**config.mk**
```make
export PLATFORM = sky130hd
export DESIGN_NAME = tlvrc_parser
export DESIGN_NICKNAME = d
export VERILOG_FILES = /design/src/hw/rtl/tlvrc_pkg.sv /design/src/hw/rtl/tlvrc_parser.sv
export SDC_FILE = /design/constraint.sdc
export NUM_CORES = 1
export LEC_CHECK = 0
export ABC_AREA = 1
export BUFFER_PORTS_ARGS = -buffer_cell sky130_fd_sc_hd__buf_2
export CORE_ASPECT_RATIO = 1.75
export CORE_MARGIN = 2
export CORE_UTILIZATION = 45
export CTS_CLUSTER_SIZE = 28
export DETAILED_ROUTE_END_ITERATION = 10
export PLACE_DENSITY = 0.78
export SYNTH_ARGS = -nofsm -noshare
export SYNTH_HDL_FRONTEND = slang
export SYNTH_SLANG_ARGS = --single-unit
```
**constraint.sdc**
```tcl
create_clock -name clk_i -period 2.7 [get_ports clk_i]
set_input_delay 0.54 -clock clk_i [delete_from_list [all_inputs] [get_ports clk_i]]
set_output_delay 0.54 -clock clk_i [all_outputs]
set_load 0.02 [all_outputs]
```
**src/hw/rtl/tlvrc_pkg.sv**
```systemverilog
// Package for the TLV response checker: item types, register indexes and
// default sizes. No dependencies.

package tlvrc_pkg;

  // Offsets of PACKET_BYTES and beyond are not parsed.
  localparam int unsigned TLVRC_PACKET_BYTES = 512;

  // Result queue depth; one input item can push up to two results.
  localparam int unsigned TLVRC_OUT_DEPTH = 4;

  localparam int unsigned TLVRC_CFG_IDX_W = 2;

  typedef enum logic [TLVRC_CFG_IDX_W-1:0] {
    CFG_NONCE_LEN   = 2'd0,
    CFG_NONCE_VALUE = 2'd1
  } cfg_idx_e;

  typedef enum logic {
    KIND_RECORD  = 1'b0,
    KIND_VERDICT = 1'b1
  } item_kind_e;

  typedef enum logic [1:0] {
    VERDICT_OK         = 2'd0,
    VERDICT_BAD_DATA   = 2'd1,
    VERDICT_MODULE_ERR = 2'd2
  } verdict_e;

  typedef struct packed {
    logic [7:0] pkt_byte;
    logic       pkt_last;
  } in_item_t;

  typedef struct packed {
    logic       item_kind;
    logic [7:0] rec_type;
    logic [7:0] rec_len;
    logic [8:0] rec_start;
    logic [1:0] verdict;
    logic [7:0] module_code;
    logic       out_last;
  } out_item_t;

  // Results of parsing one byte: an optional descriptor, then an optional verdict.
  typedef struct packed {
    logic      desc_vld;
    out_item_t desc;
    logic      verd_vld;
    out_item_t verd;
  } parse_res_t;

endpackage

```
**src/hw/rtl/tlvrc_parser.sv**
```systemverilog
// Byte parser for the TLV response checker: packet state and result forming.
// Depends on tlvrc_pkg.

module tlvrc_parser #(
  parameter int unsigned PACKET_BYTES = tlvrc_pkg::TLVRC_PACKET_BYTES
) (
  input  logic                  clk_i,
  input  logic                  rst_ni,
  input  logic                  fire_i,
  input  tlvrc_pkg::in_item_t   item_i,
  input  logic [3:0]            nonce_len_i,
  input  logic [63:0]           nonce_value_i,
  output tlvrc_pkg::parse_res_t res_o
);

  localparam int unsigned PosW = $clog2(PACKET_BYTES + 1);

  typedef enum logic [2:0] {
    PH_CODE  = 3'd0,
    PH_NLEN  = 3'd1,
    PH_NONCE = 3'd2,
    PH_TYPE  = 3'd3,
    PH_LEN   = 3'd4,
    PH_SKIP  = 3'd5,
    PH_DONE  = 3'd6
  } phase_e;

  logic [PosW-1:0] pos_q, pos_d;
  phase_e          phase_q, phase_d;
  logic [7:0]      type_q, type_d;
  logic [7:0]      skip_q, skip_d;
  logic            bad_q, bad_d;
  logic [7:0]      code_q, code_d;

  logic [7:0]  b;
  logic [3:0]  nidx;
  logic [7:0]  want;
  logic [31:0] start_wide;
  logic        desc_vld;
  logic        bad_pkt;

  assign b          = item_i.pkt_byte;
  assign nidx       = pos_q[3:0] - 4'd2;
  assign want       = nidx[3] ? 8'd0 : nonce_value_i[{nidx[2:0], 3'b000} +: 8];
  assign start_wide = 32'(pos_q) + 32'd1;

  always_comb begin
    pos_d    = pos_q;
    phase_d  = phase_q;
    type_d   = type_q;
    skip_d   = skip_q;
    bad_d    = bad_q;
    code_d   = code_q;
    desc_vld = 1'b0;
    if (pos_q >= PosW'(PACKET_BYTES)) begin
      bad_d = 1'b1;
    end else begin
      case (phase_q)
        PH_CODE: begin
          code_d  = b;
          phase_d = PH_NLEN;
        end
        PH_NLEN: begin
          if (b != {4'd0, nonce_len_i}) bad_d = 1'b1;
          if (nonce_len_i == 4'd0) begin
            phase_d = PH_TYPE;
          end else begin
            phase_d = PH_NONCE;
            skip_d  = {4'd0, nonce_len_i};
          end
        end
        PH_NONCE: begin
          if (b != want) bad_d = 1'b1;
          skip_d = skip_q - 8'd1;
          if (skip_d == 8'd0) phase_d = PH_TYPE;
        end
        PH_TYPE: begin
          if (b == 8'd0) begin
            phase_d = PH_DONE;
          end else begin
            type_d  = b;
            phase_d = PH_LEN;
          end
        end
        PH_LEN: begin
          desc_vld = !bad_q;
          if (b == 8'd0) begin
            phase_d = PH_TYPE;
          end else begin
            skip_d  = b;
            phase_d = PH_SKIP;
          end
        end
        PH_SKIP: begin
          skip_d = skip_q - 8'd1;
          if (skip_d == 8'd0) phase_d = PH_TYPE;
        end
        default: begin
        end
      endcase
      pos_d = pos_q + PosW'(1);
    end
  end

  assign bad_pkt = bad_d || (pos_d < PosW'(3)) || (b != 8'd0) || (phase_d != PH_DONE);

  always_comb begin
    res_o                  = '0;
    res_o.desc_vld         = fire_i && desc_vld;
    res_o.desc.item_kind   = tlvrc_pkg::KIND_RECORD;
    res_o.desc.rec_type    = type_q;
    res_o.desc.rec_len     = b;
    res_o.desc.rec_start   = start_wide[8:0];
    res_o.verd_vld         = fire_i && item_i.pkt_last;
    res_o.verd.item_kind   = tlvrc_pkg::KIND_VERDICT;
    res_o.verd.module_code = code_d;
    res_o.verd.out_last    = 1'b1;
    if (bad_pkt) begin
      res_o.verd.verdict = tlvrc_pkg::VERDICT_BAD_DATA;
    end else if (code_d != 8'd0) begin
      res_o.verd.verdict = tlvrc_pkg::VERDICT_MODULE_ERR;
    end else begin
      res_o.verd.verdict = tlvrc_pkg::VERDICT_OK;
    end
  end

  // The verdict closes the packet and the state starts over.
  always_ff @(posedge clk_i or negedge rst_ni) begin
    if (!rst_ni) begin
      pos_q   <= '0;
      phase_q <= PH_CODE;
      type_q  <= '0;
      skip_q  <= '0;
      bad_q   <= 1'b0;
      code_q  <= '0;
    end else if (fire_i) begin
      if (item_i.pkt_last) begin
        pos_q   <= '0;
        phase_q <= PH_CODE;
        type_q  <= '0;
        skip_q  <= '0;
        bad_q   <= 1'b0;
        code_q  <= '0;
      end else begin
        pos_q   <= pos_d;
        phase_q <= phase_d;
        type_q  <= type_d;
        skip_q  <= skip_d;
        bad_q   <= bad_d;
        code_q  <= code_d;
      end
    end
  end

endmodule

```
==> results by group, run 1 <==
Status
  • Status: finished, violations left
  • Failing checks: negative setup slack

Power
  • P_leak: 2.87 nW
  • Int Pwr: between 1.5 and 2 mW
  • Power Dens Cells: 587 nW/um^2
  • Switching pwr: between 1 and 1.5 mW
  • Comb pwr share: a little under three fifths
  • Max rail drop VDD: 0.554 mV
  • Sequential Power Share: 23.7%
  • Sw frac: 42.8%
  • Clk network pwr share: 20.3%

Placed design
  • RePlAce Congestion: roughly 1
  • IO buf count: approximately 120
  • DP Worst Slack: ~40 ps
  • Placed insts: 865
  • Estimated wirelength of the detail-placed design: around 10 mm

Clocking
  • CTS tree: yes
  • Num CTS Buffers: 5
  • Root Driver: clkbuf_16
  • Sink Count: 38
  • Max Root-Sink Buffers: 2
  • Hold-fix buffer count after cts: 0
  • Clk pin slew, worst setup/hold paths: 60 ps
  • H-tree Lvls: 2
  • Clock latency at the later pin of the worst-skew pair: a little under 300 ps

Floorplan
  • Die Width: between 70 and 80 um
  • DIE AREA: 9430 um^2
  • Number of I/O pins: 156
  • Starting density of the core: 46.5%
  • Core ar.: roughly 8400 um^2
  • Rows: 44
  • DIE HEIGHT: 127 um

Timing
  • Final hold violations: 0
  • Fin crit period: 2880 ps
  • Min Hold Slack: 373 ps
  • Worst Tran Pin Value: approximately 900 ps
  • RSZ-0062 raised after global routing: yes
  • Max Slew Vio Count: 0
  • Max_slew headroom: 40.5%
  • Worst Skew: roughly 6.3 ps
  • F_max: 347 MHz
  • Setup ws final: -184 ps
  • Final setup vio count: 2
  • Final period utilization: 107%

Worst setup path
  • Worst R2R Path Depth: 19
  • Critical Path AT: 2340 ps
  • Crit. End Element: output pin
  • Setup crit start kind: register
  • Critical path class: reg2out
  • Reg2Reg Capture Point: pos_q[1]
  • Reg2reg start: pos_q[1]
  • Slack of the worst reg-to-reg path: ~90 ps
  • CP required: around 2200 ps
  • Crit path max fanout: 4

Synthesis
  • FF+latch count, synth: 38
  • Sequential share of the synthesized area: approximately 24%
  • Number of flops mapped to enable cells by yosys: 0
  • Post-Syn Instances: approximately 640
  • Area contributors post-synth: dfrtp_1 24%, nand2_1 19%, buf_4 9.8%
  • Top_reg_cell synth: dfrtp_1
  • Cell variety after synth: 39
  • Mean Syn Cell Area: 6.11 um^2
  • Commonest cells post-synth: 197 x nand2_1, 92 x inv_1, 66 x nand3_1
  • Synthesized area: 3890 um^2
  • Synth top area share: between 20 and 25%
  • Count leader, synth: nand2_1
  • Synth area leader: dfrtp_1
  • Number of synthesis warnings: 0
  • FFs w/ async S/R, synth: 100%

Drt
  • Via density: 5.02
  • DRT antenna net count: 0
  • Drt total wl: between 10 and 15 mm
  • Iter 0 DRT Violations: 262
  • First-pass detailed-route iteration total: 5
  • # DRC: 0
  • WL/cell: 14.7 um
  • Via count: 4572

Layout
  • Layout cells sized above 1: between 30 and 40%
  • Multi-input gate area: 2370 um^2
  • Area Growth Syn to Fin: 32.9%
  • # diodes: 0
  • Seq. cell area: 955 um^2
  • Number of fill cells in the layout: 807
  • Final cell count without fillers: ~900
  • Nets: ~880

GRT
  • First-pass GRT wire length: 20.2 mm
  • Total track usage: between 20 and 30%
  • Initial antenna violation count: 0
  • Largest net degree at the start of global routing: 39
  • Grt ovf: 0
  • Vias in the first global route: 4442

Job
  • Max-cap violations: 0

Min path
  • Hold WC Path Type: in2async
-- worst max-delay path: stages (launching register included) --
cell and delay [ps]:
dfrtp_2 470, nor2_4 150, nand2_2 100, nand2_1 120, nand3_1 130, nor2_2 140
nand3_2 100, nand2_1 80, nand2_1 60, a21oi_2 170, nand2_1 90, nor2_2 150
nand3_4 100, nor2_4 100, buf_6 120
-- cells by family (layout without fill, tap and decap cells) --
| kind of cell | count (synthesis) | in the layout | synth area share, % |
|---|---|---|---|
| simple gates | 346 | 346 | 38.9 |
| buf+inv | 169 | 292 | 22.6 |
| compound gates | 74 | 74 | 11.6 |
| flops | 38 | 38 | 24.5 |
| fa+ha+maj | 6 | 6 | 1.93 |
| other cells | 2 | 39 | 0.193 |
| xor+xnor | 1 | 1 | 0.418 |
-- final cells by class --
type,instances,area share (%)
repair buffers,185,22.6
inverters,99,7.41
clock inverters,2,0.242
multi-input cells,466,45.8
clock buffers,6,2.69
well taps,115,2.78
flip-flops and latches,38,18.5
-- routing by layer --
layer  wire length [um]  global-route usage, %  vias up
li1                   -                      -     2243
met1               4640                   27.1     2090
met2               7390                   52.5      186
met3                707                   4.02       53
met4                616                   15.9        0
met5                  0                      0        -
-- repair_timing --
action / 4_1_cts / 5_1_grt
buffers inserted: 41 / 3
gates resized for setup: 41 / 23
pin swaps: 15 / 15
endpoints found under the setup margin: 2 / 4
-- metrics by stage --
| stage | setup TNS [ps] | utilization, % | power (mW) | instance area [um^2] |
|---|---|---|---|---|
| global route | -537 | 61.8 | 3.23 | 5170 |
| detailed placement | 0 | 53.7 | 1.98 | 4490 |
| CTS | -340 | 61.1 | 2.96 | 5120 |
| finish | -303 | 61.8 | 3.03 | 5170 |
| floorplan | 0 | - | 1.64 | 4030 |
| global placement | 0 | 53.7 | 1.97 | 4490 |
-- how the worst max path moves through the flow --
stage / startpoint / to / cells after the start / slack, ps
6_report: skip_q[2] / res_o[10] / 14 / -180
5_1_grt: pos_q[1] / res_o[10] / 18 / -300
3_5_place_dp: pos_q[1] / res_o[10] / 13 / 40
4_1_cts: pos_q[1] / res_o[10] / 18 / -130
2_1_floorplan: pos_q[1] / res_o[10] / 15 / 50
3_3_place_gp: pos_q[1] / res_o[10] / 13 / 100
-- flip-flops by register name, indices dropped and copies added (netlist names) --
signal and cells:
code_q 8, bad_q 1, phase_q 3, pos_q 10, type_q 8, skip_q 8
-- cell usage in the layout, fill, tap and decap left out, types with 7 or more instances in the layout --
cell	count
buf_2	114
buf_4	58
buf_6	11
conb_1	39
dfrtp_1	35
inv_1	85
inv_2	9
nand2_1	190
nand2_2	9
nand3_1	62
nand3_2	7
nand4_1	9
nor2_1	43
nor2_2	7
nor2_4	7
o21ai_0	25
o22ai_1	23
-- power by group through the flow --
stage / sequential [mW] / clock [mW] / combinational [mW]
after CTS: 0.710 / 0.626 / 1.62
after detailed placement: 0.713 / 0 / 1.27
after global routing: 0.729 / 0.640 / 1.86
after global placement: 0.710 / 0 / 1.26
after floorplan: 0.709 / 0 / 0.927
final: 0.719 / 0.614 / 1.70
Power figures use the tool's default switching activity.
==> run 2: changes to the inputs <==
- BUFFER_PORTS_ARGS: -buffer_cell sky130_fd_sc_hd__buf_2 -> -buffer_cell sky130_fd_sc_hd__buf_4
==> results by group, run 2 (synthesized netlist as in run 1, its figures left out) <==
Status
  • Status: finished, violations left
  • Failing checks: negative setup slack

Placed design
  • RePlAce Congestion: 0.965
  • Estimated wirelength of the detail-placed design: slightly below 10 mm
  • Placed insts: 862
  • IO buf count: 116
  • DP Worst Slack: 33.0 ps

Floorplan
  • Rows: 44
  • DIE HEIGHT: 127 um
  • Number of I/O pins: 156
  • Die Width: 74.3 um
  • DIE AREA: 9430 um^2
  • Core ar.: 8370 um^2
  • Starting density of the core: between 40 and 50%

Layout
  • Largest Register: pos_q
  • Seq. cell area: 955 um^2
  • Layout cells sized above 1: 31.7%
  • # diodes: 0
  • Commonest non-fill, non-tap cell in the layout: nand2_1
  • Final cell count without fillers: 906
  • Number of fill cells in the layout: between 700 and 800
  • Max reg flops: 10
  • Area Growth Syn to Fin: 40.7%
  • Most frequent cells in the layout: 190 x nand2_1, 163 x buf_4, 85 x inv_1
  • Multi-input gate area: 2370 um^2
  • Nets: 877

Clocking
  • Sink Count: 38
  • Clock latency at the later pin of the worst-skew pair: 280 ps
  • H-tree Lvls: 2
  • Clk pin slew, worst setup/hold paths: 60 ps
  • Root Driver: clkbuf_16
  • CTS tree: yes
  • Max Root-Sink Buffers: 2
  • Num CTS Buffers: 5

Worst setup path
  • Crit path cell chain: clkinv_4 -> ha_4 -> nand2_2 -> nand2_2 -> nand2_1 -> nand3_2 -> nor2_2 -> nand3_1 -> nor2_1 -> nand2_1 -> nand2_1 -> nor2_1 -> nand2_1 -> nor2_2 -> nand3_4 -> nor2_4 -> buf_6
  • CP required: about 2200 ps
  • Max stage delay cell, worst path: dfrtp_2
  • Max stage delay on crit path: 470 ps
  • Most frequent CP cell: nand2_1
  • Setup crit start kind: register
  • Critical Path AT: 2310 ps
  • Crit. End Element: output pin
  • Crit path max fanout: 4
  • Critical path class: reg2out

GRT
  • Total track usage: 26.9%
  • Largest net degree at the start of global routing: 39
  • Initial antenna violation count: 0
  • Grt ovf: 0
  • First-pass GRT wire length: 19.7 mm
  • Vias in the first global route: 4221

Timing
  • Fin crit period: 2850 ps
  • Final hold violations: 0
  • Worst Tran Pin Value: 514 ps
  • RSZ-0062 raised after global routing: yes
  • Setup ws final: -152 ps
  • Final setup vio count: 2
  • Worst Skew: approximately 3.1 ps
  • Max Slew Vio Count: 0
  • Final period utilization: 106%
  • F_max: 351 MHz
  • TNS Setup: -235 ps
  • Max_slew headroom: 65.4%

Power
  • Comb pwr share: between 50% and 60%
  • P_leak: 2.98 nW
  • Sw frac: between 30% and 40%
  • Power Dens Cells: ~600 nW/um^2
  • Clk network pwr share: 21.3%
  • Sequential Power Share: 22.5%
  • Int Pwr: 1.93 mW
  • Switching pwr: 1.28 mW
  • Max rail drop VDD: 0.547 mV

Drt
  • Iter 0 DRT Violations: roughly 320
  • DRT antenna net count: 0
  • Via count: about 4.6k
  • Via density: 5.11
  • # DRC: 0
  • First-pass detailed-route iteration total: 5
  • Drt total wl: 13.5 mm
  • WL/cell: 14.9 um

Min path
  • Hold WC Path Type: in2async

Job
  • Max-cap violations: 0
[run 2: cell types whose count changed in the layout (fill, tap and decap cells not counted), sizes merged]
| cell | previous run | this run |
|---|---|---|
| buf | 185 | 180 |
| clkinvlp | 2 | 0 |
| clkbuf | 6 | 7 |
| bufinv | 0 | 1 |
[run 2: path summary, 6_finish.rpt]
path	to	from	slack, ps	cells after the start
max	res_o[10]	pos_q[0]	-150	17
min	code_q[3]	rst_ni	220	1
max reg2reg	skip_q[2]	skip_q[0]	30	21
min reg2reg	bad_q	bad_q	540	2
max in group asynchronous	skip_q[2]	rst_ni	2080	1
min in group clk_i	bad_q	bad_q	540	2
[run 2: timing repair]
action | 4_1_cts | 5_1_grt
endpoints found under the setup margin | 2 | 3
pin swaps | 17 | 23
buffers inserted | 21 | 15
gates resized for setup | 30 | 37
hold buffers | 0 | 0
cloned | 0 | 1
[run 2: through the flow]
stage / instance area (um^2) / hold WS (ps) / total power [mW] / utilization (%)
finish: 5470 / 222 / 3.21 / 65.4
global route: 5470 / 261 / 3.41 / 65.4
CTS: 5210 / 241 / 2.99 / 62.3
detailed placement: 4770 / 506 / 2.05 / 57.0
global placement: 4770 / 504 / 2.04 / 57.0
floorplan: 4030 / 244 / 1.64 / -
[run 2: layout make-up]
class / count / share of cell area (%)
clock inverter: 1 / 0.549
multi-input combinational: 466 / 43.3
timing repair buffer: 181 / 26.6
inverter: 99 / 6.93
clock buffer: 6 / 2.54
sequential: 38 / 17.4
tap: 115 / 2.63
[run 2: critical path, delay by kind of cell (launching register included)]
family | cells | cell delay, ps
adders and majority gates | 1 | 290
buffers and inverters | 2 | 250
and+or+nand+nor | 14 | 1010
DFF | 1 | 470
[run 2: power by group through the flow]
| stage | logic, mW | registers (mW) | clock network (mW) |
|---|---|---|---|
| 2_1_floorplan | 0.927 | 0.709 | 0 |
| 3_3_place_gp | 1.32 | 0.713 | 0 |
| 3_5_place_dp | 1.33 | 0.715 | 0 |
| 4_1_cts | 1.58 | 0.715 | 0.696 |
| 5_1_grt | 1.97 | 0.728 | 0.712 |
| 6_report | 1.80 | 0.722 | 0.682 |
[run 2: per-layer routing]
layer	vias to the layer above	wire (um)	global-route usage, %
li1	2229	-	-
met1	2106	4420	27.3
met2	242	7430	49.0
met3	50	928	3.79
met4	0	757	17.3
met5	-	0	0
==> run 3: changes to the inputs <==
- CTS_CLUSTER_DIAMETER: default -> 40
- REMOVE_ABC_BUFFERS: default -> 1
==> results by group, run 3 (synthesized netlist as in run 1, its figures left out) <==
Layout
  • Number of fill cells in the layout: 816
  • Max reg flops: 10
  • Multi-input gate area: 2310 um^2
  • Final cell count without fillers: about 900
  • # diodes: 0
  • Design area: 5170 um^2
  • Most frequent cells in the layout: 194 x nand2_1, 148 x buf_4, 86 x inv_1
  • Seq. cell area: 953 um^2
  • Largest Register: pos_q
  • Layout cells sized above 1: 28.1%
  • Area Growth Syn to Fin: 32.9%
  • Nets: 850
  • Commonest non-fill, non-tap cell in the layout: nand2_1
  • Core Util, Final: between 60% and 70%

Drt
  • # DRC: 0
  • Via count: 4450
  • Via density: 5.06
  • DRT antenna net count: 0
  • First-pass detailed-route iteration total: 5
  • Drt total wl: 12.1 mm
  • Iter 0 DRT Violations: 177
  • WL/cell: about 14 um

Min path
  • Hold WC Path Type: in2async

Status
  • Failing checks: negative setup slack
  • Status: finished, violations left

Clocking
  • CTS tree: yes
  • Sink Count: 38
  • Clk pin slew, worst setup/hold paths: 60 ps
  • Num CTS Buffers: 5
  • Max Root-Sink Buffers: 2
  • Root Driver: clkbuf_16
  • Clock latency at the later pin of the worst-skew pair: slightly below 300 ps
  • H-tree Lvls: 2

Timing
  • Worst Skew: 3.40 ps
  • Worst Tran Pin Value: 523 ps
  • Min Hold Slack: 228 ps
  • Max Slew Vio Count: 0
  • Setup ws final: -168 ps
  • RSZ-0062 raised after global routing: yes
  • F_max: 349 MHz
  • Final hold violations: 0
  • Max_slew headroom: 65.1%
  • Final period utilization: 106%
  • Fin crit period: 2870 ps
  • Final setup vio count: 2

Worst setup path
  • Crit. End Element: output pin
  • Setup crit start kind: register
  • Critical Path AT: between 2000 and 2500 ps
  • Crit path max fanout: 4
  • Critical path class: reg2out
  • CP required: 2160 ps

GRT
  • Largest net degree at the start of global routing: 39
  • First-pass GRT wire length: 19.6 mm
  • Total track usage: 26.1%
  • Grt ovf: 0
  • Initial antenna violation count: 0
  • Vias in the first global route: 4388

Power
  • Sw frac: 41.3%
  • Max rail drop VDD: 0.611 mV
  • Sequential Power Share: about a quarter
  • P_leak: 2.81 nW
  • Power Dens Cells: 557 nW/um^2
  • Clk network pwr share: 23.1%
  • Total chip power: around 2.9 mW
  • Switching pwr: 1.19 mW
  • Comb pwr share: 52.0%
  • Int Pwr: roughly 1.7 mW

Placed design
  • Estimated wirelength of the detail-placed design: about 9.4 mm
  • RePlAce Congestion: 0.935
  • IO buf count: 116
  • Placed cell area: 4740 um^2
  • Placed insts: between 800 and 900

Floorplan
  • Rows: 44
  • DIE AREA: 9430 um^2
  • Number of I/O pins: 156
  • DIE HEIGHT: 127 um
  • Core ar.: 8370 um^2
  • Starting density of the core: 46.5%
  • Die Width: 74.3 um

Job
  • Max-cap violations: 0
[run 3: changes by cell type in the layout (fill, tap and decap cells not counted), sizes merged]
cell | previous run | this run
clkbuf | 7 | 5
buf | 180 | 153
clkinv | 2 | 3
inv | 97 | 98
bufbuf | 0 | 1
[run 3: through the flow]
| step | setup slack (ps) | setup TNS, ps |
|---|---|---|
| 3_5_place_dp | 112 | 0 |
| 3_3_place_gp | 137 | 0 |
| 5_1_grt | -334 | -554 |
| 6_report | -168 | -254 |
| 4_1_cts | -93.8 | -105 |
| 2_1_floorplan | -723 | -1200 |
[run 3: critical path, stage by stage (launching register included)]
cell and delay [ps]:
dfrtp_1 410, inv_2 70, ha_4 170, inv_2 70, nor2_4 40, nor2_2 120
nand3_1 90, nor2_1 120, nand3_2 130, nand2_1 90, nand2_1 60, a21oi_2 150
nand2_1 80, nor2_2 100, nand3_2 110, nor2_2 110, buf_6 120
[run 3: power by group through the flow]
stage	combinational, mW	sequential, mW	clock (mW)
2_1_floorplan	0.801	0.729	0
3_3_place_gp	1.32	0.711	0
3_5_place_dp	1.33	0.714	0
4_1_cts	1.48	0.713	0.675
5_1_grt	1.66	0.725	0.699
6_report	1.50	0.717	0.666
[run 3: final cells by class]
cell class / instances / area share [%]
Clock buffer: 5 / 2.42
Clock inverter: 3 / 0.775
Inverter: 99 / 7.29
Multi-Input combinational cell: 466 / 44.7
Sequential cell: 38 / 18.5
Tap cell: 115 / 2.79
Timing Repair Buffer: 154 / 23.6
[run 3: path summary, 6_finish.rpt]
path                            startpoint        end  slack [ps]  cells after the start
worst max-delay path             skip_q[1]  res_o[10]        -170                     16
worst min-delay path                rst_ni  skip_q[7]         230                      1
worst max register to register    pos_q[0]      bad_q         690                     15
worst min register to register       bad_q      bad_q         520                      2
max in group asynchronous           rst_ni   pos_q[0]        2070                      1
min in group clk_i                   bad_q      bad_q         520                      2
[run 3: per-layer routing]
metal  vias up  share of wire, %  track usage (%)  wire (um)
li1       2180                 -                -          -
met1      2052                35             26.1       4260
met2       178                55             50.0       6620
met3        40               5.6             3.63        679
met4         0               4.3             13.0        526
met5         -                 0                0          0
[run 3: what timing repair did]
item | 4_1_cts | 5_1_grt
hold buffers | 0 | 0
gates resized for setup | 37 | 3
setup buffers | 15 | 0
cloned | 1 | 0
endpoints found under the setup margin | 2 | 2
pin swaps | 15 | 1
